### src/rtl/core/b64lw_pkg.sv
// Shared types, character constants and helper functions of the line-wrapped Base64 encoder.
package b64lw_pkg;

  // Character codes
  localparam logic [7:0] CHAR_UPPER_A = 8'h41;
  localparam logic [7:0] CHAR_LOWER_A = 8'h61;
  localparam logic [7:0] CHAR_DIGIT_0 = 8'h30;
  localparam logic [7:0] CHAR_PLUS    = 8'h2b;
  localparam logic [7:0] CHAR_SLASH   = 8'h2f;
  localparam logic [7:0] CHAR_PAD     = 8'h3d;
  localparam logic [7:0] CHAR_CR      = 8'h0d;
  localparam logic [7:0] CHAR_LF      = 8'h0a;

  // Line length: 18 groups of four make the usual 72-character line
  localparam int unsigned LineChars     = 72;
  localparam logic [4:0]  DEFAULT_GROUPS = 5'(LineChars / 4);
  localparam logic [4:0]  MIN_GROUPS     = 5'd4;
  localparam logic [4:0]  MAX_GROUPS     = 5'd19;

  // Configuration register indexes
  localparam logic [1:0] REG_LINE_GROUPS = 2'd0;
  localparam logic [1:0] REG_USE_CRLF    = 2'd1;
  localparam logic [1:0] REG_BREAKS_OFF  = 2'd2;

  typedef struct packed {
    logic [4:0] line_groups;
    logic       use_crlf;
    logic       breaks_off;
  } cfg_t;

  // One encoded group handed from the front end to the serializer
  typedef struct packed {
    logic [3:0][7:0] chars;
    logic            eol;
    logic            crlf;
    logic            last;
  } job_t;

  // Map a six-bit value onto the standard alphabet
  function automatic logic [7:0] sym(input logic [5:0] v);
    logic [7:0] r;
    if (v < 6'd26) begin
      r = CHAR_UPPER_A + {2'b00, v};
    end else if (v < 6'd52) begin
      r = CHAR_LOWER_A + {2'b00, v} - 8'd26;
    end else if (v < 6'd62) begin
      r = CHAR_DIGIT_0 + {2'b00, v} - 8'd52;
    end else if (v == 6'd62) begin
      r = CHAR_PLUS;
    end else begin
      r = CHAR_SLASH;
    end
    return r;
  endfunction

  // Effective line length in groups; out-of-range settings fall back to the default
  function automatic logic [4:0] line_limit(input logic [4:0] groups);
    logic [4:0] r;
    if (groups < MIN_GROUPS || groups > MAX_GROUPS) begin
      r = DEFAULT_GROUPS;
    end else begin
      r = groups;
    end
    return r;
  endfunction

endpackage

### src/rtl/core/b64lw_if.sv
// Stream interfaces: raw byte input channel and encoded character output channel.
interface b64lw_byte_if;
  logic       valid;
  logic       ready;
  logic [7:0] data_byte;
  logic       last;

  modport source (output valid, output data_byte, output last, input ready);
  modport sink   (input valid, input data_byte, input last, output ready);
endinterface

interface b64lw_char_if;
  logic       valid;
  logic       ready;
  logic [7:0] out_char;
  logic       out_last;

  modport source (output valid, output out_char, output out_last, input ready);
  modport sink   (input valid, input out_char, input out_last, output ready);
endinterface

### src/rtl/core/b64lw_front.sv
// Front end: collects bytes into groups, encodes them and tracks the line column.
module b64lw_front (
  input  logic                clk_i,
  input  logic                rst_ni,
  input  b64lw_pkg::cfg_t     cfg_i,
  b64lw_byte_if.sink          in_i,
  input  logic                q_full_i,
  output logic                push_o,
  output b64lw_pkg::job_t     job_o
);

  logic [1:0][7:0] held_q, held_d;
  logic [1:0]      phase_q, phase_d;
  logic [4:0]      col_q, col_d;

  logic       accept;
  logic       fin;
  logic [7:0] b_in;
  logic [4:0] col_inc;
  logic       brk_full;

  assign in_i.ready = !q_full_i;
  assign accept     = in_i.valid && in_i.ready;
  assign fin        = in_i.last;
  assign b_in       = in_i.data_byte;

  // Encode the group and decide on an end of line
  always_comb begin
    held_d   = held_q;
    phase_d  = phase_q;
    col_d    = col_q;
    push_o   = 1'b0;
    job_o    = '0;
    col_inc  = col_q + 5'd1;
    brk_full = 1'b0;
    job_o.crlf = cfg_i.use_crlf;
    job_o.last = fin;

    if (phase_q == 2'd2) begin
      // Full group of three bytes
      job_o.chars[0] = b64lw_pkg::sym(held_q[0][7:2]);
      job_o.chars[1] = b64lw_pkg::sym({held_q[0][1:0], held_q[1][7:4]});
      job_o.chars[2] = b64lw_pkg::sym({held_q[1][3:0], b_in[7:6]});
      job_o.chars[3] = b64lw_pkg::sym(b_in[5:0]);
      if (!cfg_i.breaks_off) begin
        brk_full = col_inc >= b64lw_pkg::line_limit(cfg_i.line_groups);
        col_d    = brk_full ? 5'd0 : col_inc;
      end
      job_o.eol = brk_full || (fin && !cfg_i.breaks_off && col_d != 5'd0);
      push_o    = accept;
      phase_d   = 2'd0;
    end else if (fin) begin
      // Final partial group, padded
      if (phase_q == 2'd1) begin
        job_o.chars[0] = b64lw_pkg::sym(held_q[0][7:2]);
        job_o.chars[1] = b64lw_pkg::sym({held_q[0][1:0], b_in[7:4]});
        job_o.chars[2] = b64lw_pkg::sym({b_in[3:0], 2'b00});
      end else begin
        job_o.chars[0] = b64lw_pkg::sym(b_in[7:2]);
        job_o.chars[1] = b64lw_pkg::sym({b_in[1:0], 4'b0000});
        job_o.chars[2] = b64lw_pkg::CHAR_PAD;
      end
      job_o.chars[3] = b64lw_pkg::CHAR_PAD;
      job_o.eol      = !cfg_i.breaks_off;
      push_o         = accept;
    end else begin
      // Hold the byte until the group fills
      held_d[phase_q[0]] = b_in;
      phase_d            = phase_q + 2'd1;
    end

    // Close the message
    if (fin) begin
      phase_d = 2'd0;
      col_d   = 5'd0;
    end
  end

  // Advance state on an accepted transaction
  always_ff @(posedge clk_i or negedge rst_ni) begin
    if (!rst_ni) begin
      phase_q <= 2'd0;
      col_q   <= 5'd0;
    end else if (accept) begin
      phase_q <= phase_d;
      col_q   <= col_d;
    end
  end

  always_ff @(posedge clk_i) begin
    if (accept) begin
      held_q <= held_d;
    end
  end

endmodule

### src/rtl/core/b64lw_queue.sv
// Two-entry queue of encoded groups between the front end and the serializer.
module b64lw_queue (
  input  logic            clk_i,
  input  logic            rst_ni,
  input  logic            push_i,
  input  b64lw_pkg::job_t job_i,
  input  logic            pop_i,
  output logic            full_o,
  output logic            empty_o,
  output b64lw_pkg::job_t head_o
);

  b64lw_pkg::job_t mem_q [2];
  logic       wr_ptr_q, rd_ptr_q;
  logic [1:0] count_q;

  assign full_o  = count_q == 2'd2;
  assign empty_o = count_q == 2'd0;
  assign head_o  = mem_q[rd_ptr_q];

  // Advance pointers and occupancy
  always_ff @(posedge clk_i or negedge rst_ni) begin
    if (!rst_ni) begin
      wr_ptr_q <= 1'b0;
      rd_ptr_q <= 1'b0;
      count_q  <= 2'd0;
    end else begin
      if (push_i) begin
        wr_ptr_q <= !wr_ptr_q;
      end
      if (pop_i) begin
        rd_ptr_q <= !rd_ptr_q;
      end
      if (push_i && !pop_i) begin
        count_q <= count_q + 2'd1;
      end else if (pop_i && !push_i) begin
        count_q <= count_q - 2'd1;
      end
    end
  end

  // Store the entry
  always_ff @(posedge clk_i) begin
    if (push_i) begin
      mem_q[wr_ptr_q] <= job_i;
    end
  end

endmodule

### src/rtl/core/b64lw_back.sv
// Serializer: emits the characters of each queued group, then its end of line if the group closes a line.
module b64lw_back (
  input  logic            clk_i,
  input  logic            rst_ni,
  input  logic            empty_i,
  input  b64lw_pkg::job_t head_i,
  output logic            pop_o,
  b64lw_char_if.source    out_o
);

  typedef enum logic [5:0] {
    S_C0 = 6'b000001,
    S_C1 = 6'b000010,
    S_C2 = 6'b000100,
    S_C3 = 6'b001000,
    S_CR = 6'b010000,
    S_LF = 6'b100000
  } step_e;

  step_e      step_q, step_d;
  logic       vld_q, vld_d;
  logic [7:0] char_q, char_d;
  logic       last_q, last_d;
  logic       adv;
  logic       fin_char;
  step_e      step_nxt;
  logic [7:0] sel_char;

  assign out_o.valid    = vld_q;
  assign out_o.out_char = char_q;
  assign out_o.out_last = last_q;

  // Advance when the output register is free or being drained
  assign adv = !vld_q || out_o.ready;

  // Pick the character and the following step
  always_comb begin
    sel_char = head_i.chars[0];
    step_nxt = S_C0;
    fin_char = 1'b0;
    case (step_q)
      S_C0: begin
        sel_char = head_i.chars[0];
        step_nxt = S_C1;
      end
      S_C1: begin
        sel_char = head_i.chars[1];
        step_nxt = S_C2;
      end
      S_C2: begin
        sel_char = head_i.chars[2];
        step_nxt = S_C3;
      end
      S_C3: begin
        sel_char = head_i.chars[3];
        fin_char = !head_i.eol;
        step_nxt = head_i.crlf ? S_CR : S_LF;
      end
      S_CR: begin
        sel_char = b64lw_pkg::CHAR_CR;
        step_nxt = S_LF;
      end
      S_LF: begin
        sel_char = b64lw_pkg::CHAR_LF;
        fin_char = 1'b1;
      end
      default: begin
        sel_char = head_i.chars[0];
        step_nxt = S_C0;
      end
    endcase
  end

  // Load the output register; drop the group after its final character
  always_comb begin
    vld_d  = vld_q;
    char_d = char_q;
    last_d = last_q;
    step_d = step_q;
    pop_o  = 1'b0;
    if (adv) begin
      vld_d = !empty_i;
      if (!empty_i) begin
        char_d = sel_char;
        last_d = head_i.last && fin_char;
        if (fin_char) begin
          pop_o  = 1'b1;
          step_d = S_C0;
        end else begin
          step_d = step_nxt;
        end
      end
    end
  end

  always_ff @(posedge clk_i or negedge rst_ni) begin
    if (!rst_ni) begin
      vld_q  <= 1'b0;
      step_q <= S_C0;
    end else begin
      vld_q  <= vld_d;
      step_q <= step_d;
    end
  end

  always_ff @(posedge clk_i) begin
    char_q <= char_d;
    last_q <= last_d;
  end

endmodule

### src/rtl/core/base64_encoder_line_wrap.sv
// Top level of the streaming Base64 encoder with line wrapping.
// Takes one raw byte per transaction and gives one ASCII character per
// transaction (standard alphabet, '=' padding, optional LF or CR LF line ends).
// The input side accepts a byte every cycle while the two-entry group queue
// has room; the output side delivers one character per cycle while the
// receiver is ready and a group is queued, so each three bytes give four
// characters, five or six when a line ends. Sustained throughput is set
// by the single character output register. Configuration writes take
// effect for the next group and should be made between messages.
module base64_encoder_line_wrap (
  input  logic       clk_i,
  input  logic       rst_ni,
  input  logic       cfg_we_i,
  input  logic [1:0] cfg_idx_i,
  input  logic [4:0] cfg_data_i,
  b64lw_byte_if.sink   in_i,
  b64lw_char_if.source out_o
);

  b64lw_pkg::cfg_t cfg_q;
  b64lw_pkg::job_t push_job;
  b64lw_pkg::job_t head_job;
  logic            push;
  logic            pop;
  logic            q_full;
  logic            q_empty;

  // Configuration registers
  always_ff @(posedge clk_i or negedge rst_ni) begin
    if (!rst_ni) begin
      cfg_q.line_groups <= b64lw_pkg::DEFAULT_GROUPS;
      cfg_q.use_crlf    <= 1'b0;
      cfg_q.breaks_off  <= 1'b0;
    end else if (cfg_we_i) begin
      case (cfg_idx_i)
        b64lw_pkg::REG_LINE_GROUPS: cfg_q.line_groups <= cfg_data_i;
        b64lw_pkg::REG_USE_CRLF:    cfg_q.use_crlf    <= cfg_data_i[0];
        b64lw_pkg::REG_BREAKS_OFF:  cfg_q.breaks_off  <= cfg_data_i[0];
        default: ;
      endcase
    end
  end

  b64lw_front u_front (
    .clk_i    (clk_i),
    .rst_ni   (rst_ni),
    .cfg_i    (cfg_q),
    .in_i     (in_i),
    .q_full_i (q_full),
    .push_o   (push),
    .job_o    (push_job)
  );

  b64lw_queue u_queue (
    .clk_i   (clk_i),
    .rst_ni  (rst_ni),
    .push_i  (push),
    .job_i   (push_job),
    .pop_i   (pop),
    .full_o  (q_full),
    .empty_o (q_empty),
    .head_o  (head_job)
  );

  b64lw_back u_back (
    .clk_i   (clk_i),
    .rst_ni  (rst_ni),
    .empty_i (q_empty),
    .head_i  (head_job),
    .pop_o   (pop),
    .out_o   (out_o)
  );

endmodule
### src/flat_wrapper.sv
// flat-port wrapper written by rule: the top's interface ports become plain ports
module base64_encoder_line_wrap_flat 
  (clk_i, rst_ni, cfg_we_i, cfg_idx_i, cfg_data_i, in_i_valid, in_i_data_byte, in_i_last, in_i_ready, out_o_valid, out_o_out_char, out_o_out_last, out_o_ready);
  b64lw_byte_if in_i_i ();
  b64lw_char_if out_o_i ();
  input  logic clk_i;
  input  logic rst_ni;
  input  logic cfg_we_i;
  input  logic [1:0] cfg_idx_i;
  input  logic [4:0] cfg_data_i;
  input wire logic [$bits(in_i_i.valid)-1:0] in_i_valid;
  input wire logic [$bits(in_i_i.data_byte)-1:0] in_i_data_byte;
  input wire logic [$bits(in_i_i.last)-1:0] in_i_last;
  output wire logic [$bits(in_i_i.ready)-1:0] in_i_ready;
  output wire logic [$bits(out_o_i.valid)-1:0] out_o_valid;
  output wire logic [$bits(out_o_i.out_char)-1:0] out_o_out_char;
  output wire logic [$bits(out_o_i.out_last)-1:0] out_o_out_last;
  input wire logic [$bits(out_o_i.ready)-1:0] out_o_ready;
  assign in_i_i.valid = in_i_valid;
  assign in_i_i.data_byte = in_i_data_byte;
  assign in_i_i.last = in_i_last;
  assign in_i_ready = in_i_i.ready;
  assign out_o_valid = out_o_i.valid;
  assign out_o_out_char = out_o_i.out_char;
  assign out_o_out_last = out_o_i.out_last;
  assign out_o_i.ready = out_o_ready;
  base64_encoder_line_wrap u_core (.clk_i(clk_i), .rst_ni(rst_ni), .cfg_we_i(cfg_we_i), .cfg_idx_i(cfg_idx_i), .cfg_data_i(cfg_data_i), .in_i(in_i_i), .out_o(out_o_i));
endmodule
### config.mk
export PLATFORM = sky130hd
export DESIGN_NAME = base64_encoder_line_wrap_flat
export DESIGN_NICKNAME = d
export VERILOG_FILES = /design/src/rtl/core/b64lw_pkg.sv /design/src/rtl/core/b64lw_if.sv /design/src/rtl/core/b64lw_front.sv /design/src/rtl/core/b64lw_queue.sv /design/src/rtl/core/b64lw_back.sv /design/src/rtl/core/base64_encoder_line_wrap.sv /design/src/flat_wrapper.sv
export SDC_FILE = /design/constraint.sdc
export NUM_CORES = 1
export LEC_CHECK = 0
export BUFFER_PORTS_ARGS = -buffer_cell sky130_fd_sc_hd__buf_2
export CAP_MARGIN = 10
export CORE_UTILIZATION = 50
export CTS_BUF_LIST = sky130_fd_sc_hd__clkbuf_16
export DETAILED_ROUTE_END_ITERATION = 8
export PLACE_DENSITY_LB_ADDON = 0.12
export SLEW_MARGIN = 20
export SYNTH_ARGS = -nofsm -noshare
export SYNTH_HDL_FRONTEND = slang
export SYNTH_SLANG_ARGS = --single-unit
### constraint.sdc
create_clock -name clk_i -period 3.6 [get_ports clk_i]
set_clock_uncertainty 0.2 [all_clocks]
set_input_delay 0.72 -clock clk_i [delete_from_list [all_inputs] [get_ports clk_i]]
set_output_delay 0.72 -clock clk_i [all_outputs]
set_load 0.01 [all_outputs]
==> out/qor.yml, run 1 <==
power_and_ir_drop:
  power.switching_w: 0.00198
  p_leak_nw: 3.21
  peakVddDrop_v: 0.000306
  power.density_nw_per_um2: 662
  combPwrFrac_pct: 30.8
  p_int_w: 0.00365
  clock_power_share_pct: 30.7
  swShare_pct: 35.1
  power_frac_seq_pct: 38.5
floorplanning:
  initial_core_util_pct: 51.5
  die_h_um: 125
  dieArea_um2: 15600
  die_x_um: 125
  num_io_pins: 32
  core-area_um2: 14600
  rows: 44
routing:
  remaining_drc_errors: 4
  drt-wirelength-per-cell_um: 20.7
  antenna_left: 0
  drt_iter0_drc: 532
  vias_per_cell: 6.31
  wl_um: 19800
  first_pass_iters: 9
  num_vias: 6032
logic_synthesis:
  synth_cell_type_count: 74
  synthFlopType: "edfxtp_1"
  syn_nets: 794
  synth_area_per_cell_um2: 10.2
  synth_cells: 737
  synth-seq-cells: 120
  yosysSeqAreaShare_pct: 46.2
  syn_area_um2: 7540
  synthArstFlopShare_pct: 20.8
  ys_warn_count: 0
  synth_edf_count: 95
cts:
  htreeDepth: 4
  insertion_delay_ns: 0.42
  post_cts_buffers: 0
  cts_tree: "yes"
  cts.sinks: 120
  clk_pin_slew_ns: 0.06
  cts_root_buf: "clkbuf_16"
  cts.repair.resized: 0
  ctsHoldBuffers: 0
  cts_made_buffers: 17
  clockBufferDepth: 2
sta:
  setup_viol_count_final: 0
  hold_viol: 0
  layout_worst_path_cycle_share_pct: 79.0
  rsz0062_at_grt: "false"
  slew_violations: 0
  worstMarginPinSlew_ns: 0.821
  slew_headroom_pct: 45.1
  fin_crit_ns: 2.84
  final.setup.tns_ns: 0
  fmax_mhz: 352
worst_setup_path:
  critPathCaptureType: "register"
  startpoint_type: "register"
  crit_type: "reg -> reg"
  cp_max_fo: 11
  required_ns: 3.51
  worstPathArrival_ns: 2.75
placed_design:
  dp.cells: 924
  hpwl_um: 14300
  numPortBuffers: 31
  place_congestion: 0.971
  place_area_um2: 7890
global_route:
  antenna_found_initial: 0
  gr-total-overflow: 0
  grt_start_max_net_pins: 36
  grt_use_total_pct: 26.6
  grt_pass1_vias: 5721
  grt_pass1_wl_um: 31700
cells_and_area:
  area_growth_pct: 12.7
  fin_cells: 956
  drive_gt1_share_pct: 15.0
  diodes: 0
  postLayoutCellArea_um2: 8500
  num-fill-cells: 1259
  fin_nets: 816
status:
  status: "finished, violations left"
  violations: "DRC"
hold_path:
  hold_class: "in -> async"
job:
  cap_viol_max_count: 0
==> state kept, by name, indices dropped and copies added, names as in the netlist, 2 cells and up <==
signal / flops
u_core.u_back.out_o.out_char: 8
u_core.u_front.col_q: 5
u_core.u_queue.mem_q: 70
u_core.u_front.phase_q: 2
u_core.u_front.held_q: 16
u_core.cfg_q: 7
u_core.u_queue.count_q: 2
u_core.u_back.step_q: 6
==> stage by stage <==
| step | power (W) | utilization (%) | setup slack [ns] | hold slack [ns] |
|---|---|---|---|---|
| after floorplan | 0.00334 | - | 0.209 | 0.224 |
| after global placement | 0.00387 | 53.9 | 0.481 | 0.281 |
| after detailed placement | 0.00392 | 53.9 | 0.349 | 0.293 |
| after CTS | 0.00565 | 58.0 | 0.783 | 0.107 |
| after global routing | 0.00592 | 58.0 | 0.581 | 0.140 |
| final | 0.00563 | 58.0 | 0.757 | 0.102 |
==> power groups by stage <==
stage | Sequential [W] | Combinational (W) | Clock (W)
6_report | 0.00217 | 0.00173 | 0.00173
5_1_grt | 0.00221 | 0.00191 | 0.00181
2_1_floorplan | 0.00210 | 0.00123 | 0
4_1_cts | 0.00216 | 0.00174 | 0.00175
3_3_place_gp | 0.00218 | 0.00170 | 0
3_5_place_dp | 0.00219 | 0.00173 | 0
==> cell usage in the layout (no fill, tap or decap), drive strengths merged, types with 6 or more instances in the layout <==
cell,instances
nor4,7
a21o,9
o2111ai,6
a211oi,12
o21ai,40
a21oi,52
mux2i,12
dfrtp,22
xnor2,25
nand2,56
nor2,38
clkbuf,19
nand3b,7
nand3,27
buf,51
a22oi,9
nor3,28
nand2b,12
a32o,6
edfxtp,95
nor2b,10
xor2,7
ha,36
a22o,10
mux2,17
inv,36
o211ai,13
o311ai,10
a221oi,11
==> cells in the mapped netlist (4+ instances only) <==
cell type / number / area, um2
a211oi_1: 12 / 90.1
clkbuf_1: 41 / 154
mux2_2: 17 / 191
dfrtp_1: 22 / 551
a21oi_1: 52 / 260
ha_1: 36 / 450
nor3_1: 28 / 140
edfxtp_1: 95 / 2850
xor2_1: 7 / 61.3
nand3_1: 27 / 135
xnor2_1: 25 / 219
a221oi_1: 11 / 96.3
and2_1: 5 / 31.3
nand3b_1: 7 / 52.6
mux2i_1: 12 / 120
a21boi_0: 4 / 30.0
o211ai_1: 13 / 97.6
inv_1: 28 / 105
nor2_1: 38 / 143
nand2_1: 56 / 210
o2111ai_1: 6 / 52.6
nor2b_1: 10 / 62.6
a22o_1: 10 / 87.6
o22ai_1: 4 / 25.0
o311ai_0: 10 / 87.6
a31oi_1: 4 / 25.0
o21ai_0: 39 / 195
nor4_1: 6 / 37.5
nand2b_1: 12 / 75.1
a32o_1: 6 / 60.1
and3_1: 4 / 25.0
a21o_1: 9 / 67.6
a22oi_1: 9 / 67.6
==> worst max-delay path, cell delays in order (launching register included) <==
cell and delay, ns:
edfxtp_1 0.50, ha_1 0.32, a21o_1 0.17, a21oi_1 0.58
o21ai_0 0.23, o311ai_0 0.26, o21ai_0 0.25
==> cell families (layout without fill, tap and decap cells) <==
kind of cell / Yosys count / after routing / share of synthesized area (%)
AO/OA/AOI/OAI: 227 / 227 / 21.1
AND/OR/NAND/NOR: 216 / 216 / 14.9
flip-flops: 120 / 120 / 46.2
buffers and inverters: 77 / 112 / 3.97
adder cells (fa/ha/maj): 36 / 36 / 5.98
XOR/XNOR: 32 / 32 / 3.72
multiplexers: 29 / 29 / 4.13
==> cell type report <==
class                           instances  area (um2)  area share, %
Multi-Input combinational cell        540        3760           44.3
Inverter                               29         109           1.28
Timing Repair Buffer                   51         305           3.59
Clock buffer                           19         475           5.60
Tap cell                              184         230           2.71
Sequential cell                       120        3480           41.0
Clock inverter                         13         130           1.53
==> worst paths after layout <==
path	depth (start not counted)	slack (ns)	endpoint	startpoint
max	6	0.76	u_core.u_queue.mem_q[1][24]	u_core.u_front.held_q[8]
min	1	0.10	u_core.u_back.step_q[2]	rst_ni
max reg2reg	6	0.76	u_core.u_queue.mem_q[1][24]	u_core.u_front.held_q[8]
min reg2reg	1	0.30	u_core.cfg_q[2]	u_core.cfg_q[2]
max in group asynchronous	1	2.70	u_core.u_front.col_q[1]	rst_ni
min in group clk_i	1	0.30	u_core.cfg_q[2]	u_core.cfg_q[2]
==> per-layer routing <==
metal  GRT usage [%]  share of wire [%]
met1            37.4                 47
met2            41.2                 45
met3            5.46                6.8
met4            8.35                1.5
met5               0                  0
No activity file was read; power rests on OpenSTA's default activity.
==> run 2, diff against run 1 <==
==> constraint.sdc (replaced) <==
create_clock -name clk_i -period 2.4 [get_ports clk_i]
set_clock_uncertainty 0.2 [all_clocks]
set_input_delay 0.48 -clock clk_i [delete_from_list [all_inputs] [get_ports clk_i]]
set_output_delay 0.48 -clock clk_i [all_outputs]
set_load 0.01 [all_outputs]
==> run 2 against run 1 <==
Global-route usage grew 3.6 points; core utilization grew 8.7 points; critical path type unchanged; the flow still finishes with violations (DRC); via count grew 13%; worst setup slack lost 0.70 ns.
==> out/qor.yml, run 2 (synthesized netlist as in run 1, its figures left out) <==
routing:
  num_vias: 6800
  highest_layer: "met4"
  dr_wl_met3_um: 1310
  drt-wirelength-per-cell_um: 20.4
  vias_per_cell: 6.13
  antenna_left: 0
  dr_wl_met2_um: 10700
  met1_length_um: 10100
  wl_um: 22700
  drt_iter0_drc: 553
  remaining_drc_errors: 4
  first_pass_iters: 7
worst_setup_path:
  cp_max_fo: 4
  cp_cell_sequence: "xnor2_1 > and2_1 > ha_1 > nand2b_4 > a211oi_2 > o31a_1 > a21boi_4 > nor3_4"
  critPathCaptureType: "register"
  slowest_delay_ns: 0.56
  worstPathArrival_ns: 2.29
  startpoint_type: "register"
  crit_type: "reg -> reg"
  required_ns: 2.34
  slowest_stage: "dfstp_2"
cells_and_area:
  diodes: 0
  final_cell_mix: "buf_4, edfxtp_1, nand2_1, a21oi_1, o21ai_0"
  fin_nets: 969
  largest-register: "u_core.u_queue.mem_q"
  drive_gt1_share_pct: 30.7
  fin_cells: 1109
  largest_reg_flops: 70
  area_growth_pct: 29.7
  final_common_cell: "buf_4"
floorplanning:
  rows: 44
  initial_core_util_pct: 51.5
  die_h_um: 125
  die_x_um: 125
  core-area_um2: 14600
  num_io_pins: 32
  dieArea_um2: 15600
power_and_ir_drop:
  peakVddDrop_v: 0.000577
  power.density_nw_per_um2: 927
  p_leak_nw: 3.96
sta:
  setup_viol_count_final: 0
  fin_crit_ns: 2.34
  worstMarginPinSlew_ns: 0.904
  final.setup.tns_ns: 0
  slew_headroom_pct: 39.0
  slew_violations: 0
  layout_worst_path_cycle_share_pct: 97.7
  fmax_mhz: 426
  hold_viol: 0
  rsz0062_at_grt: "true"
cts:
  clockBufferDepth: 2
  clk_pin_slew_ns: 0.06
  cts.sinks: 120
  insertion_delay_ns: 0.42
  htreeDepth: 4
  cts_tree: "yes"
  cts_root_buf: "clkbuf_16"
  cts_made_buffers: 17
hold_path:
  hold_class: "in -> reg"
placed_design:
  hpwl_um: 17000
  numPortBuffers: 31
  place_congestion: 0.879
  dp.cells: 1065
global_route:
  gr-total-overflow: 0
  grt_start_max_net_pins: 36
  grt_pass1_wl_um: 35800
  antenna_found_initial: 1
  grt_pass1_vias: 6659
  grt_use_total_pct: 30.2
status:
  violations: "DRC"
  status: "finished, violations left"
job:
  cap_viol_max_count: 0
==> run 2: final timing paths <==
kind,from,to,slack (ns),cells after the start
worst max register to register,u_core.cfg_q[6],u_core.u_queue.mem_q[0][2],0.06,8
max in group asynchronous,rst_ni,u_core.u_back.step_q[1],1.13,2
worst min-delay path,cfg_data_i[2],u_core.cfg_q[4],0.1,2
worst max-delay path,u_core.cfg_q[6],u_core.u_queue.mem_q[0][2],0.06,8
min in group asynchronous,rst_ni,u_core.u_back.step_q[5],0.43,2
worst min register to register,u_core.u_back.out_o.valid,u_core.u_back.out_o.valid,0.31,2
==> run 2: through the flow <==
| step | total power (W) | utilization (%) | setup WS [ns] | area, um2 | hold slack, ns |
|---|---|---|---|---|---|
| after CTS | 0.00897 | 65.9 | 0.0157 | 9650 | 0.0850 |
| after global placement | 0.00630 | 61.4 | -0.202 | 8990 | 0.272 |
| after floorplan | 0.00502 | - | 0.000962 | 7560 | -0.0156 |
| after detailed placement | 0.00639 | 61.4 | -0.233 | 8990 | 0.284 |
| final | 0.00906 | 66.7 | 0.0550 | 9770 | 0.0979 |
| after global routing | 0.00950 | 66.7 | -0.0342 | 9770 | 0.0920 |
==> run 2: timing repair <==
action,4_1_cts,5_1_grt
gates resized for setup,9,12
hold buffers,1,0
pin swaps,5,7
hold endpoints to repair,22,0
buffers inserted,2,9
setup endpoints to repair,2,21
==> run 2: layer usage <==
layer / GRT usage [%] / up-vias
met5: 0 / -
met4: 10.5 / 0
met3: 5.37 / 43
met2: 48.8 / 263
met1: 40.8 / 3317
li1: - / 3177
==> run 2: report_power, final <==
group	leakage (nW)	switching (W)	total [W]	internal [W]
clock	0.284	0.000987	0.00253	0.00155
combinational	2.49	0.00189	0.00333	0.00144
sequential	1.19	0.000280	0.00319	0.00291
==> run 2: worst max-delay path: cells and delay by family (launching register included) <==
kind | cells | cell delay [ns]
adders and majority gates | 1 | 0.23
and+or+nand+nor | 3 | 0.36
AOI/OAI and AO/OA | 3 | 0.60
DFF | 1 | 0.56
xor gates and xnor gates | 1 | 0.13
==> run 2: cell type report <==
class                   count  area, um2
flip-flops and latches    120       3480
multi-input cells         540       3870
repair buffers            204       1490
well taps                 184        230
fillers                  1164       4870
clock buffers              17        425
inverters                  29        114
clock inverters            15        168
==> run 3, diff against run 2 <==
==> constraint.sdc (replaced) <==
create_clock -name clk_i -period 2.8 [get_ports clk_i]
set_clock_uncertainty 0.2 [all_clocks]
set_input_delay 0.56 -clock clk_i [delete_from_list [all_inputs] [get_ports clk_i]]
set_output_delay 0.56 -clock clk_i [all_outputs]
set_load 0.01 [all_outputs]
==> run 3 against run 2 <==
The run still ends with DRC left; hold slack gained 0.083 ns; sequential power is 13% lower; combinational power down 29%; final cell count shrank 10%; power shrank 19%; non-clock buffer count shrank 110; clock power decreased by 14%; core utilization fell by 6.4 points; die area did not move; critical endpoint unchanged; first-iteration DRC count is the same.
==> out/qor.yml, run 3 (synthesized netlist as in run 1, its figures left out) <==
status:
  status: "finished, violations left"
  violations: "DRC"
global_route:
  grt_pass1_vias: 6036
  antenna_found_initial: 0
  grt_pass1_wl_um: 32900
  grt_start_max_net_pins: 36
  grt_use_total_pct: 27.4
  gr-total-overflow: 0
routing:
  num_vias: 6372
  drt_iter0_drc: 553
  drt-wirelength-per-cell_um: 20.5
  remaining_drc_errors: 4
  antenna_left: 0
  wl_um: 20500
  vias_per_cell: 6.38
  first_pass_iters: 7
floorplanning:
  core-area_um2: 14600
  rows: 44
  num_io_pins: 32
  die_h_um: 125
  dieArea_um2: 15600
  die_x_um: 125
  initial_core_util_pct: 51.5
cells_and_area:
  diodes: 0
  largest-register: "u_core.u_queue.mem_q"
  area_growth_pct: 17.3
  final_cell_mix: "edfxtp_1, buf_4, nand2_1, a21oi_1, o21ai_0"
  drive_gt1_share_pct: 19.0
  final_common_cell: "edfxtp_1"
  fin_nets: 859
  largest_reg_flops: 70
cts:
  htreeDepth: 4
  cts_tree: "yes"
  cts_made_buffers: 17
  clockBufferDepth: 2
  insertion_delay_ns: 0.42
  cts.sinks: 120
  clk_pin_slew_ns: 0.05
  post_cts_buffers: 0
  cts_root_buf: "clkbuf_16"
worst_setup_path:
  crit_family: "compound AO/OA/AOI/OAI gates"
  critPathCaptureType: "register"
  required_ns: 2.74
  cp_max_fo: 8
  cp_cell_sequence: "ha_2 > nand3_1 > xor2_1 > inv_1 > ha_1 > a21oi_1 > o31a_1 > a21boi_0 > nor3_1"
  slowest_stage: "dfrtp_2"
  r2r_setup_slack_ns: 0.12
  crit_buf_inv: 1
  startpoint_type: "register"
  crit_type: "reg -> reg"
  slowest_delay_ns: 0.47
  worstPathArrival_ns: 2.61
sta:
  hold_viol: 0
  worstMarginPinSlew_ns: 0.946
  final.setup.tns_ns: 0
  fin_crit_ns: 2.68
  hold_ws_ns: 0.181
  slew_violations: 0
  rsz0062_at_grt: "false"
  slew_headroom_pct: 36.2
  layout_worst_path_cycle_share_pct: 95.6
  setup_viol_count_final: 0
  fin_ws_ns: 0.124
  fmax_mhz: 374
placed_design:
  hpwl_um: 14900
  pre_cts_ws_ns: -0.0720
  place_congestion: 0.948
  numPortBuffers: 31
hold_path:
  hold_class: "in -> reg"
power_and_ir_drop:
  p_leak_nw: 3.41
  power.density_nw_per_um2: 829
  peakVddDrop_v: 0.000412
job:
  cap_viol_max_count: 0
## run 3: final cells by class
class	instances	area (um2)
flip-flops and latches	120	3480
clock inverters	14	158
clock buffers	17	425
fillers	1210	5800
repair buffers	94	668
inverters	29	109
well taps	184	230
multi-input cells	540	3770
## run 3: path summary, 6_finish.rpt
check | cells after the start | endpoint | start
min reg2reg | 1 | u_core.cfg_q[2] | u_core.cfg_q[2]
min | 2 | u_core.cfg_q[4] | cfg_data_i[2]
max reg2reg | 9 | u_core.u_queue.mem_q[0][2] | u_core.u_front.col_q[0]
max | 9 | u_core.u_queue.mem_q[0][2] | u_core.u_front.col_q[0]
max in group asynchronous | 2 | u_core.u_front.col_q[0] | rst_ni
min in group asynchronous | 2 | u_core.u_back.step_q[1] | rst_ni
## run 3: layer usage
layer / vias up / wire length [um] / GRT usage [%]
met5: - / 0 / 0
met4: 0 / 268 / 6.46
met3: 31 / 1520 / 6.36
met2: 296 / 9460 / 43.1
met1: 3088 / 9260 / 38.4
li1: 2957 / - / -
## run 3: repair_timing
item	4_1_cts	5_1_grt
hold buffers	1	0
endpoints found under the hold margin	22	0
resized for setup	0	2
setup endpoints to repair	0	2
## run 3: where the power goes
part	switching [W]	leakage [nW]	internal (W)
Clock	0.000784	0.287	0.00138
Sequential	0.000291	1.19	0.00250
Combinational	0.00143	1.93	0.000948
## run 3: metrics by stage
stage	std cells	total power [W]	area, um2	util (%)
after floorplan	737	0.00429	7540	-
after global placement	966	0.00510	8240	56.3
after detailed placement	966	0.00516	8240	56.3
after CTS	998	0.00734	8840	60.3
after global routing	998	0.00771	8840	60.4
final	998	0.00733	8840	60.4
